==> src/hdl/sllc_pkg.sv <==
// Shared types and constants for the linked list cursor manager.
package sllc_pkg;

  localparam int unsigned POOL_NODES_DEF = 256;
  localparam int unsigned VALUE_BITS_DEF = 32;

  typedef enum logic [3:0] {
    CMD_CLEAR     = 4'd0,
    CMD_INS_HEAD  = 4'd1,
    CMD_CUR_HEAD  = 4'd2,
    CMD_DEL_HEAD  = 4'd3,
    CMD_DEL_AFTER = 4'd4,
    CMD_INS_AFTER = 4'd5,
    CMD_OVERWRITE = 4'd6,
    CMD_ADVANCE   = 4'd7,
    CMD_QUERY     = 4'd8
  } cmd_e;

  typedef enum logic [2:0] {
    ST_IDLE,
    ST_EXEC,
    ST_ALLOC,
    ST_STEP2,
    ST_STEP3,
    ST_STEP4,
    ST_VALRD,
    ST_RESP
  } state_e;

  typedef struct packed {
    logic [3:0]         cmd;
    logic signed [31:0] value;
  } in_t;

  typedef struct packed {
    logic               status;
    logic               list_nonempty;
    logic signed [31:0] head_value;
    logic               cursor_active;
    logic signed [31:0] cursor_value;
  } out_t;

endpackage

==> src/hdl/sllc_ctrl.sv <==
// Command sequencer: list pointers, free list and node memory accesses.
module sllc_ctrl #(
  parameter int unsigned POOL_NODES = 256,
  parameter int unsigned VALUE_BITS = 32
) (
  input  logic                            clk_i,
  input  logic                            rst_ni,
  input  logic                            start_i,
  input  sllc_pkg::in_t                   cmd_data_i,
  output logic                            busy_o,
  output logic                            link_we_o,
  output logic [$clog2(POOL_NODES)-1:0]   link_waddr_o,
  output logic [$clog2(POOL_NODES+1)-1:0] link_wdata_o,
  output logic [$clog2(POOL_NODES)-1:0]   link_raddr_o,
  input  logic [$clog2(POOL_NODES+1)-1:0] link_rdata_i,
  output logic                            val_we_o,
  output logic [$clog2(POOL_NODES)-1:0]   val_waddr_o,
  output logic [VALUE_BITS-1:0]           val_wdata_o,
  output logic [$clog2(POOL_NODES)-1:0]   val_raddr_o,
  input  logic [VALUE_BITS-1:0]           val_rdata_i,
  output logic                            res_valid_o,
  input  logic                            res_take_i,
  output sllc_pkg::out_t                  res_data_o
);

  import sllc_pkg::*;

  localparam int unsigned AW    = $clog2(POOL_NODES);
  localparam int unsigned IDX_W = $clog2(POOL_NODES + 1);
  localparam logic [IDX_W-1:0] NIL = IDX_W'(POOL_NODES);

  state_e state_q, state_d;
  logic [3:0] cmd_q, cmd_d;
  logic [VALUE_BITS-1:0] val_q, val_d;
  logic [IDX_W-1:0] head_q, head_d;
  logic [IDX_W-1:0] cur_q, cur_d;
  logic [IDX_W-1:0] free_q, free_d;
  logic [IDX_W-1:0] fresh_q, fresh_d;
  logic [IDX_W-1:0] node_q, node_d;
  logic signed [VALUE_BITS-1:0] head_val_q, head_val_d;
  logic signed [VALUE_BITS-1:0] cur_val_q, cur_val_d;
  logic status_q, status_d;

  logic head_ok, cur_ok, free_ok, rd_ok;
  logic alloc_ok;
  logic [IDX_W-1:0] alloc_idx;
  logic [IDX_W-1:0] rd_norm;
  logic signed [63:0] in_wide, head_wide, cur_wide;

  assign head_ok = head_q < NIL;
  assign cur_ok  = cur_q < NIL;
  assign free_ok = free_q < NIL;
  assign rd_ok   = link_rdata_i < NIL;
  assign rd_norm = rd_ok ? link_rdata_i : NIL;

  // recycled nodes first, then the high-water counter
  assign alloc_ok  = free_ok || (fresh_q < NIL);
  assign alloc_idx = free_ok ? free_q : fresh_q;

  assign in_wide   = 64'(cmd_data_i.value);
  assign head_wide = 64'(head_val_q);
  assign cur_wide  = 64'(cur_val_q);

  // next state
  always_comb begin
    state_d = state_q;
    case (state_q)
      ST_IDLE: begin
        if (start_i) state_d = ST_EXEC;
      end
      ST_EXEC: begin
        case (cmd_q)
          CMD_INS_HEAD:  state_d = ST_ALLOC;
          CMD_DEL_HEAD:  state_d = head_ok ? ST_STEP2 : ST_RESP;
          CMD_DEL_AFTER,
          CMD_ADVANCE:   state_d = cur_ok ? ST_STEP2 : ST_RESP;
          CMD_INS_AFTER: state_d = cur_ok ? ST_ALLOC : ST_RESP;
          default:       state_d = ST_RESP;
        endcase
      end
      ST_ALLOC: begin
        state_d = (alloc_ok && cmd_q == CMD_INS_AFTER) ? ST_STEP3 : ST_RESP;
      end
      ST_STEP2: begin
        case (cmd_q)
          CMD_DEL_HEAD,
          CMD_ADVANCE:   state_d = rd_ok ? ST_VALRD : ST_RESP;
          CMD_DEL_AFTER: state_d = rd_ok ? ST_STEP3 : ST_RESP;
          default:       state_d = ST_RESP;
        endcase
      end
      ST_STEP3: state_d = ST_STEP4;
      ST_STEP4: state_d = ST_RESP;
      ST_VALRD: state_d = ST_RESP;
      ST_RESP: begin
        if (res_take_i) state_d = ST_IDLE;
      end
      default: state_d = ST_IDLE;
    endcase
  end

  // datapath and memory controls
  always_comb begin
    cmd_d        = cmd_q;
    val_d        = val_q;
    head_d       = head_q;
    cur_d        = cur_q;
    free_d       = free_q;
    fresh_d      = fresh_q;
    node_d       = node_q;
    head_val_d   = head_val_q;
    cur_val_d    = cur_val_q;
    status_d     = status_q;
    link_we_o    = 1'b0;
    link_waddr_o = cur_q[AW-1:0];
    link_wdata_o = link_rdata_i;
    link_raddr_o = cur_q[AW-1:0];
    val_we_o     = 1'b0;
    val_waddr_o  = alloc_idx[AW-1:0];
    val_wdata_o  = val_q;
    val_raddr_o  = link_rdata_i[AW-1:0];

    case (state_q)
      ST_IDLE: begin
        if (start_i) begin
          cmd_d    = cmd_data_i.cmd;
          val_d    = in_wide[VALUE_BITS-1:0];
          status_d = 1'b0;
        end
      end
      ST_EXEC: begin
        case (cmd_q)
          CMD_CLEAR: begin
            head_d  = NIL;
            cur_d   = NIL;
            free_d  = NIL;
            fresh_d = '0;
          end
          CMD_INS_HEAD,
          CMD_INS_AFTER: link_raddr_o = free_q[AW-1:0];
          CMD_CUR_HEAD: begin
            cur_d     = head_q;
            cur_val_d = head_val_q;
          end
          CMD_DEL_HEAD: link_raddr_o = head_q[AW-1:0];
          CMD_OVERWRITE: begin
            if (cur_ok) begin
              val_we_o    = 1'b1;
              val_waddr_o = cur_q[AW-1:0];
              cur_val_d   = val_q;
              if (cur_q == head_q) head_val_d = val_q;
            end
          end
          default: ;
        endcase
      end
      ST_ALLOC: begin
        if (!alloc_ok) begin
          status_d = 1'b1;
        end else begin
          node_d   = alloc_idx;
          val_we_o = 1'b1;
          if (free_ok) free_d = link_rdata_i;
          else         fresh_d = fresh_q + IDX_W'(1);
          if (cmd_q == CMD_INS_HEAD) begin
            link_we_o    = 1'b1;
            link_waddr_o = alloc_idx[AW-1:0];
            link_wdata_o = head_q;
            head_d       = alloc_idx;
            head_val_d   = val_q;
          end
        end
      end
      ST_STEP2: begin
        case (cmd_q)
          CMD_DEL_HEAD: begin
            head_d       = rd_norm;
            link_we_o    = 1'b1;
            link_waddr_o = head_q[AW-1:0];
            link_wdata_o = free_q;
            free_d       = head_q;
            if (cur_q == head_q) cur_d = NIL;
          end
          CMD_DEL_AFTER: begin
            node_d       = link_rdata_i;
            link_raddr_o = link_rdata_i[AW-1:0];
          end
          CMD_ADVANCE: cur_d = rd_norm;
          default: ;
        endcase
      end
      ST_STEP3: begin
        // splice: cursor skips the victim, or new node takes cursor's successor
        link_we_o = 1'b1;
        if (cmd_q != CMD_DEL_AFTER) link_waddr_o = node_q[AW-1:0];
      end
      ST_STEP4: begin
        link_we_o = 1'b1;
        if (cmd_q == CMD_DEL_AFTER) begin
          link_waddr_o = node_q[AW-1:0];
          link_wdata_o = free_q;
          free_d       = node_q;
        end else begin
          link_wdata_o = node_q;
        end
      end
      ST_VALRD: begin
        if (cmd_q == CMD_DEL_HEAD) head_val_d = val_rdata_i;
        else                       cur_val_d  = val_rdata_i;
      end
      default: ;
    endcase
  end

  always_ff @(posedge clk_i or negedge rst_ni) begin
    if (!rst_ni) begin
      state_q  <= ST_IDLE;
      head_q   <= NIL;
      cur_q    <= NIL;
      free_q   <= NIL;
      fresh_q  <= '0;
      status_q <= 1'b0;
    end else begin
      state_q  <= state_d;
      head_q   <= head_d;
      cur_q    <= cur_d;
      free_q   <= free_d;
      fresh_q  <= fresh_d;
      status_q <= status_d;
    end
  end

  always_ff @(posedge clk_i) begin
    cmd_q      <= cmd_d;
    val_q      <= val_d;
    node_q     <= node_d;
    head_val_q <= head_val_d;
    cur_val_q  <= cur_val_d;
  end

  assign busy_o      = state_q != ST_IDLE;
  assign res_valid_o = state_q == ST_RESP;

  always_comb begin
    res_data_o.status        = status_q;
    res_data_o.list_nonempty = head_ok;
    res_data_o.head_value    = head_ok ? head_wide[31:0] : '0;
    res_data_o.cursor_active = cur_ok;
    res_data_o.cursor_value  = cur_ok ? cur_wide[31:0] : '0;
  end

  a_fresh_bound: assert property (@(posedge clk_i) disable iff (!rst_ni)
    fresh_q <= NIL)
    else $error("high-water count beyond pool size");

  a_cursor_in_list: assert property (@(posedge clk_i) disable iff (!rst_ni)
    cur_ok |-> head_ok)
    else $error("cursor active on an empty list");

  a_free_disjoint: assert property (@(posedge clk_i) disable iff (!rst_ni)
    head_ok |-> free_q != head_q)
    else $error("list head also heads the free list");

  a_start_idle: assert property (@(posedge clk_i) disable iff (!rst_ni)
    start_i |-> state_q == ST_IDLE)
    else $error("command started while sequencer busy");

endmodule

==> config.mk <==
export PLATFORM = sky130hd
export DESIGN_NAME = sllc_ctrl
export DESIGN_NICKNAME = d
export VERILOG_FILES = /design/src/hdl/sllc_pkg.sv /design/src/hdl/sllc_ctrl.sv
export SDC_FILE = /design/constraint.sdc
export NUM_CORES = 1
export LEC_CHECK = 0
export BUFFER_PORTS_ARGS = -buffer_cell sky130_fd_sc_hd__buf_2
export CORE_MARGIN = 1.5
export CORE_UTILIZATION = 25
export CTS_CLUSTER_SIZE = 28
export DETAILED_ROUTE_END_ITERATION = 16
export GPL_ROUTABILITY_DRIVEN = 0
export HOLD_SLACK_MARGIN = 0.1
export PLACE_DENSITY_LB_ADDON = 0.3
export SETUP_SLACK_MARGIN = 0.05
export SLEW_MARGIN = 40
export SYNTH_ARGS = -nofsm -noshare
export SYNTH_HDL_FRONTEND = slang
export SYNTH_SLANG_ARGS = --single-unit
==> constraint.sdc <==
create_clock -name clk_i -period 3.5 [get_ports clk_i]
set_input_delay 0.35 -clock clk_i [delete_from_list [all_inputs] [get_ports clk_i]]
set_output_delay 0.35 -clock clk_i [all_outputs]
set_load 0.1 [all_outputs]
Yosys cells after proc, flatten, opt, wreduce, memory -nomap -nowiden
Cells that the tools add are included.

storage, ports and cells
  word-level logic and storage cells = 157
  input port bits = 81
  output and inout bits = 144
  bits in registers = 149

cells by class
  muxes and demuxes = 75
  order comparisons = 5
  $add $sub $neg = 1
  equality and inequality tests = 37
  reductions and logical operators = 28

operator list
  kind                                                  count
  2-to-1 mux 32 bit                                     10
  2-to-1 mux 9 bit                                      20
  one-hot mux 32 bit (2 select lines)                   2
  one-hot mux 32 bit (3 select lines)                   1
  one-hot mux 9 bit (2 select lines)                    5
  2-to-1 mux 8 bit                                      9
  one-hot mux 9 bit (3 select lines)                    2
  less-than comparator 9 bit (second input constant)    5
  one-hot mux 9 bit (4 select lines)                    1
  one-hot mux 8 bit (2 select lines)                    2
  one-hot mux 8 bit (4 select lines)                    1
  != test 2 bit (second input constant)                 14
  one-hot mux 3 bit (7 select lines)                    1
  equality test 4 x 3 -> 1 bit (second input constant)  4
  2-to-1 mux 3 bit                                      5
  equality test 3 bit (second input constant)           4
  one-hot mux 3 bit (4 select lines)                    1
  AND reduction 4 bit                                   3
  nonzero test 2 bit                                    5
  OR reduction 2 bit                                    5
  adder 9 x 1 -> 9 bit (second input constant)          1
  equality test 9 bit                                   1
  2-to-1 mux 1 bit                                      9
  nonzero test 3 bit                                    3
  other kinds (23)                                      32

Longest topological paths before layout
  depth after elaboration = 5
  mapped depth = 8
  gate-level depth less buffers = 6

Least setup slack after synthesis
Ideal clock, no wire load.

  path type = register -> register
  start = register state_q[1]
  end = register cmd_q[0] (enable)
  data arrival time = 3.550 ns
  path buffers = 2
  required time = 3.069 ns
  setup time = 0.431 ns
  setup slack = -0.481 ns
  cell stages (with the launch flop) = 6
  cells stage by stage = dfrtp_1 > buf_4 > inv_1 > buf_2 > nand3_1 > nor2_1

between the ends
  cells in the longest elaborated chain, start to end = 2

RTL lines
  what                           line              RTL
  start: declaration             sllc_ctrl.sv:32   state_e state_q, state_d;
  start signal: assignment       sllc_ctrl.sv:224  state_q <= state_d;
  zero test 3 bit                sllc_ctrl.sv:123  case (state_q)
  AND reduction 2 bit (no line)  -
  end signal: assignment         sllc_ctrl.sv:234  cmd_q <= cmd_d;
  end: declaration               sllc_ctrl.sv:33   logic [3:0] cmd_q, cmd_d;

No other way between the ends.
A chain may end at the register's enable or synchronous reset.

Worst setup path in the final report
  start = register cmd_q[1]
  end = output port link_waddr_o[1]

between the ends
  cells in the longest elaborated chain, start to end = 4
  elaborated cells on any way between the ends = 10
  classes of those cells = eq/ne: 4; mux: 6

RTL lines
  what                                  line              RTL
  equality test 4 x 1 -> 1 bit          sllc_ctrl.sv:165  if (cmd_q == CMD_INS_HEAD) begin
  2-to-1 mux 8 bit                      sllc_ctrl.sv:165
  2-to-1 mux 8 bit                      sllc_ctrl.sv:158  if (!alloc_ok) begin
  one-hot mux 8 bit (4 select lines) *  sllc_ctrl.sv:123
  end: declaration                      sllc_ctrl.sv:12   output logic [$clog2(POOL_NODES)-1:0] link_waddr_o,

Every way passes the cells marked *; elsewhere a longest branch is shown, timed or not.

==> flow_metrics.tcl <==
set metrics [dict create \
    die_width_um 189.8 \
    grt_pass1_wl_um 47160 \
    synth-compound-area-share_pct 15.37 \
    rsz0062_at_grt "false" \
    track_usage_pct 17.33 \
    drive_gt1_share_pct 30.78 \
    cts_sinks 149 \
    post_synth_instance_area_um2 8721 \
    final_cells 1580 \
    hpwlAfterDp_um 21140 \
    hold_class "in2reg" \
    syn_avg_cell_area_um2 10.05 \
    finalSetupTns_ns 0 \
    crit_slowest_cell "or4b_1" \
    dr.pass1.iters 5 \
    fin_crit_ns 3.307 \
    synth_fa_ha_area_share_pct 0.4304 \
    h-tree-depth 4 \
    setup_slack_ns 0.1927 \
    status "completed" \
    synth.most_common_cell "nand2_1" \
    ios 225 \
    grt_pass1_vias 7945 \
    nNetsFinal 1195 \
    portBuffers 224 \
    path_max_fanout 15 \
    cts.clk_slew.worst_paths_ns 0.07 \
    ys_seq_area_share_pct 49.05 \
    synth_top_area_cell "edfxtp_1" \
    cp_slowest_stage_delay_ns 0.82 \
    synth_top_area_share_pct 37.53 \
    maxCapViolations 0 \
    fillers 3529 \
    antenna_found_initial 3 \
    routedWlPerCell_um 19.54 \
    cellLeakagePower_nw 4.834 \
    post-route-period-util_pct 94.50 \
    drt-total-wl_um 30870 \
    p_per_area_nw_per_um2 826.4 \
    synth_top_flop_cell "edfxtp_1" \
    synth_top_family_by_area "simple AND/OR/NAND/NOR gates" \
    yosys_warnings 0 \
    finalMaxSlewViolations 0 \
    maxClockFrequency_mhz 302.4 \
    finClkSkew_ns 0.01890 \
    initial_utilization_pct 25.31 \
    core-area_um2 34460 \
    drtAntennaViolNets 0 \
    holdWs_ns 0.1730 \
    syn-instance-count 868 \
    cts_tree "yes" \
    synth_common_cells "nand2_1, edfxtp_1, o21ai_0, nor2b_1, nor2_1" \
    yosys-top-cells-area "edfxtp_1, dfrtp_1, nand2_1" \
    syn_nets 952 \
    vias 7849 \
    worstSetupStartpointType "register" \
    criticalPathCategory "reg2out" \
    dieArea_um2 36010 \
    synthXorXnorAreaFrac_pct 1.707 \
    worstPathRequired_ns 3.15 \
    synth-seq-cells 149 \
    clk_path_buf_depth 2 \
    grt_overflow 0 \
    synth_cell_types 71 \
    path_cells "or4b_1 > mux2i_1 > o22ai_1 > nand2_1 > o221ai_1 > buf_2" \
    placed_cells 1501 \
    place_area_um2 10550 \
    syn_to_final_growth_pct 33.04 \
    synth_edf_count 109 \
    drc 0 \
    tightest_slew_ns 0.7674 \
    grt_max_degree 45 \
    clk_latency_ns 0.45 \
    ir_drop_mv 0.5982 \
    synth_mux_area_share_pct 9.570 \
    drt_iter0_drc 600 \
    slew_headroom_pct 48.65 \
    crit_arrival_ns 2.96 \
    pre_cts_ws_ns 0.6338 \
    die_h_um 189.8 \
    async_flop_share_pct 26.85 \
    row_count 68 \
    setup_viol 0 \
    ctsRootBufferMaster "clkbuf_16" \
    cts_made_buffers 17 \
    synth-simple-area-share_pct 18.82 \
    cp-end-kind "output pin" \
    hold_violations 0 \
    viasPerCell 4.968 \
    final_area_um2 11600 \
]
-- layer usage --
metal | wire length [µm] | vias to the layer above | global-route usage (%) | part of all wire [%]
li1 | - | 3629 | - | -
met3 | 2720 | 63 | 5.737 | 8.8
met4 | 1069 | 4 | 7.540 | 3.5
met5 | 27 | - | 0 | 0.087
met2 | 14570 | 376 | 27.85 | 47
met1 | 12490 | 3777 | 21.15 | 40
-- worst paths after layout --
check | cells after the start | slack [ns] | startpoint | end
worst max-delay path | 6 | 0.19 | cmd_q[1] | link_waddr_o[1]
worst min-delay path | 3 | 0.17 | val_rdata_i[27] | head_val_q[27]
worst max register to register | 6 | 0.82 | cmd_q[2] | head_val_q[10]
worst min register to register | 2 | 0.53 | status_q | status_q
max in group asynchronous | 2 | 2.64 | rst_ni | cur_q[4]
min in group asynchronous | 2 | 0.43 | rst_ni | free_q[0]
-- registers in the layout, summed over array words and instances, names as in the netlist --
register,flops
cmd_q,4
cur_q,9
cur_val_q,32
free_q,9
fresh_q,9
head_q,9
head_val_q,32
node_q,9
state_q,3
status_q,1
val_wdata_o,32
-- power breakdown --
group / leakage (nW) / internal [mW] / total [mW] / switching (mW)
combinational: 3.02 / 1.22 / 5.07 / 3.85
sequential: 1.52 / 2.30 / 2.56 / 0.260
clock: 0.293 / 1.13 / 1.95 / 0.829
-- layout by cell type, fill, tap and decap left out, types with 37 or more instances in the layout --
master,Yosys,layout
buf_2,13,206
nand2_1,151,151
edfxtp_1,109,109
o21ai_0,73,73
nor2b_1,67,66
nor2_1,53,51
mux2i_1,50,50
buf_4,19,42
dlygate4sd3_1,0,38
dfrtp_1,37,37
-- critical path, delay by kind of cell, from the launching register on --
kind                   cells  cell delay (ns)
buffers and inverters      1             0.50
multiplexers               1             0.20
AND/OR/NAND/NOR            2             0.89
flip-flops                 1             0.64
AO/OA/AOI/OAI              2             0.29
-- timing repair --
item / 4_1_cts / 5_1_grt
endpoints found under the hold margin: 74 / 0
resized for setup: 0 / 4
hold buffers: 38 / 0
setup endpoints to repair: 0 / 12
setup buffers: 0 / 8
-- stage by stage --
stage	total power, mW	util (%)
final	9.589	33.67
after global routing	10.04	33.67
after CTS	9.634	33.47
after detailed placement	7.628	30.62
after global placement	7.612	30.62
after floorplan	6.400	-
-- final cells by class --
cell class	count	area, µm²	share of cell area [%]
clock buffer	17	425.4	3.667
timing repair buffer	302	2047	17.64
clock inverter	15	173.9	1.499
tap	455	569.3	4.907
antenna	1	2.502	0.02157
multi-input combinational	627	4054	34.94
inverter	14	52.55	0.4529
sequential	149	4278	36.87
-- kinds of logic (layout without fill, tap and decap cells) --
logic type / Yosys count / after routing
AOI/OAI and AO/OA: 198 / 198
xor gates and xnor gates: 17 / 17
adders and majority gates: 3 / 3
buffers and inverters: 92 / 348
DFF: 149 / 149
muxes: 77 / 77
other: 0 / 1
and+or+nand+nor: 332 / 332
No activity file was read; power rests on OpenSTA's default activity.
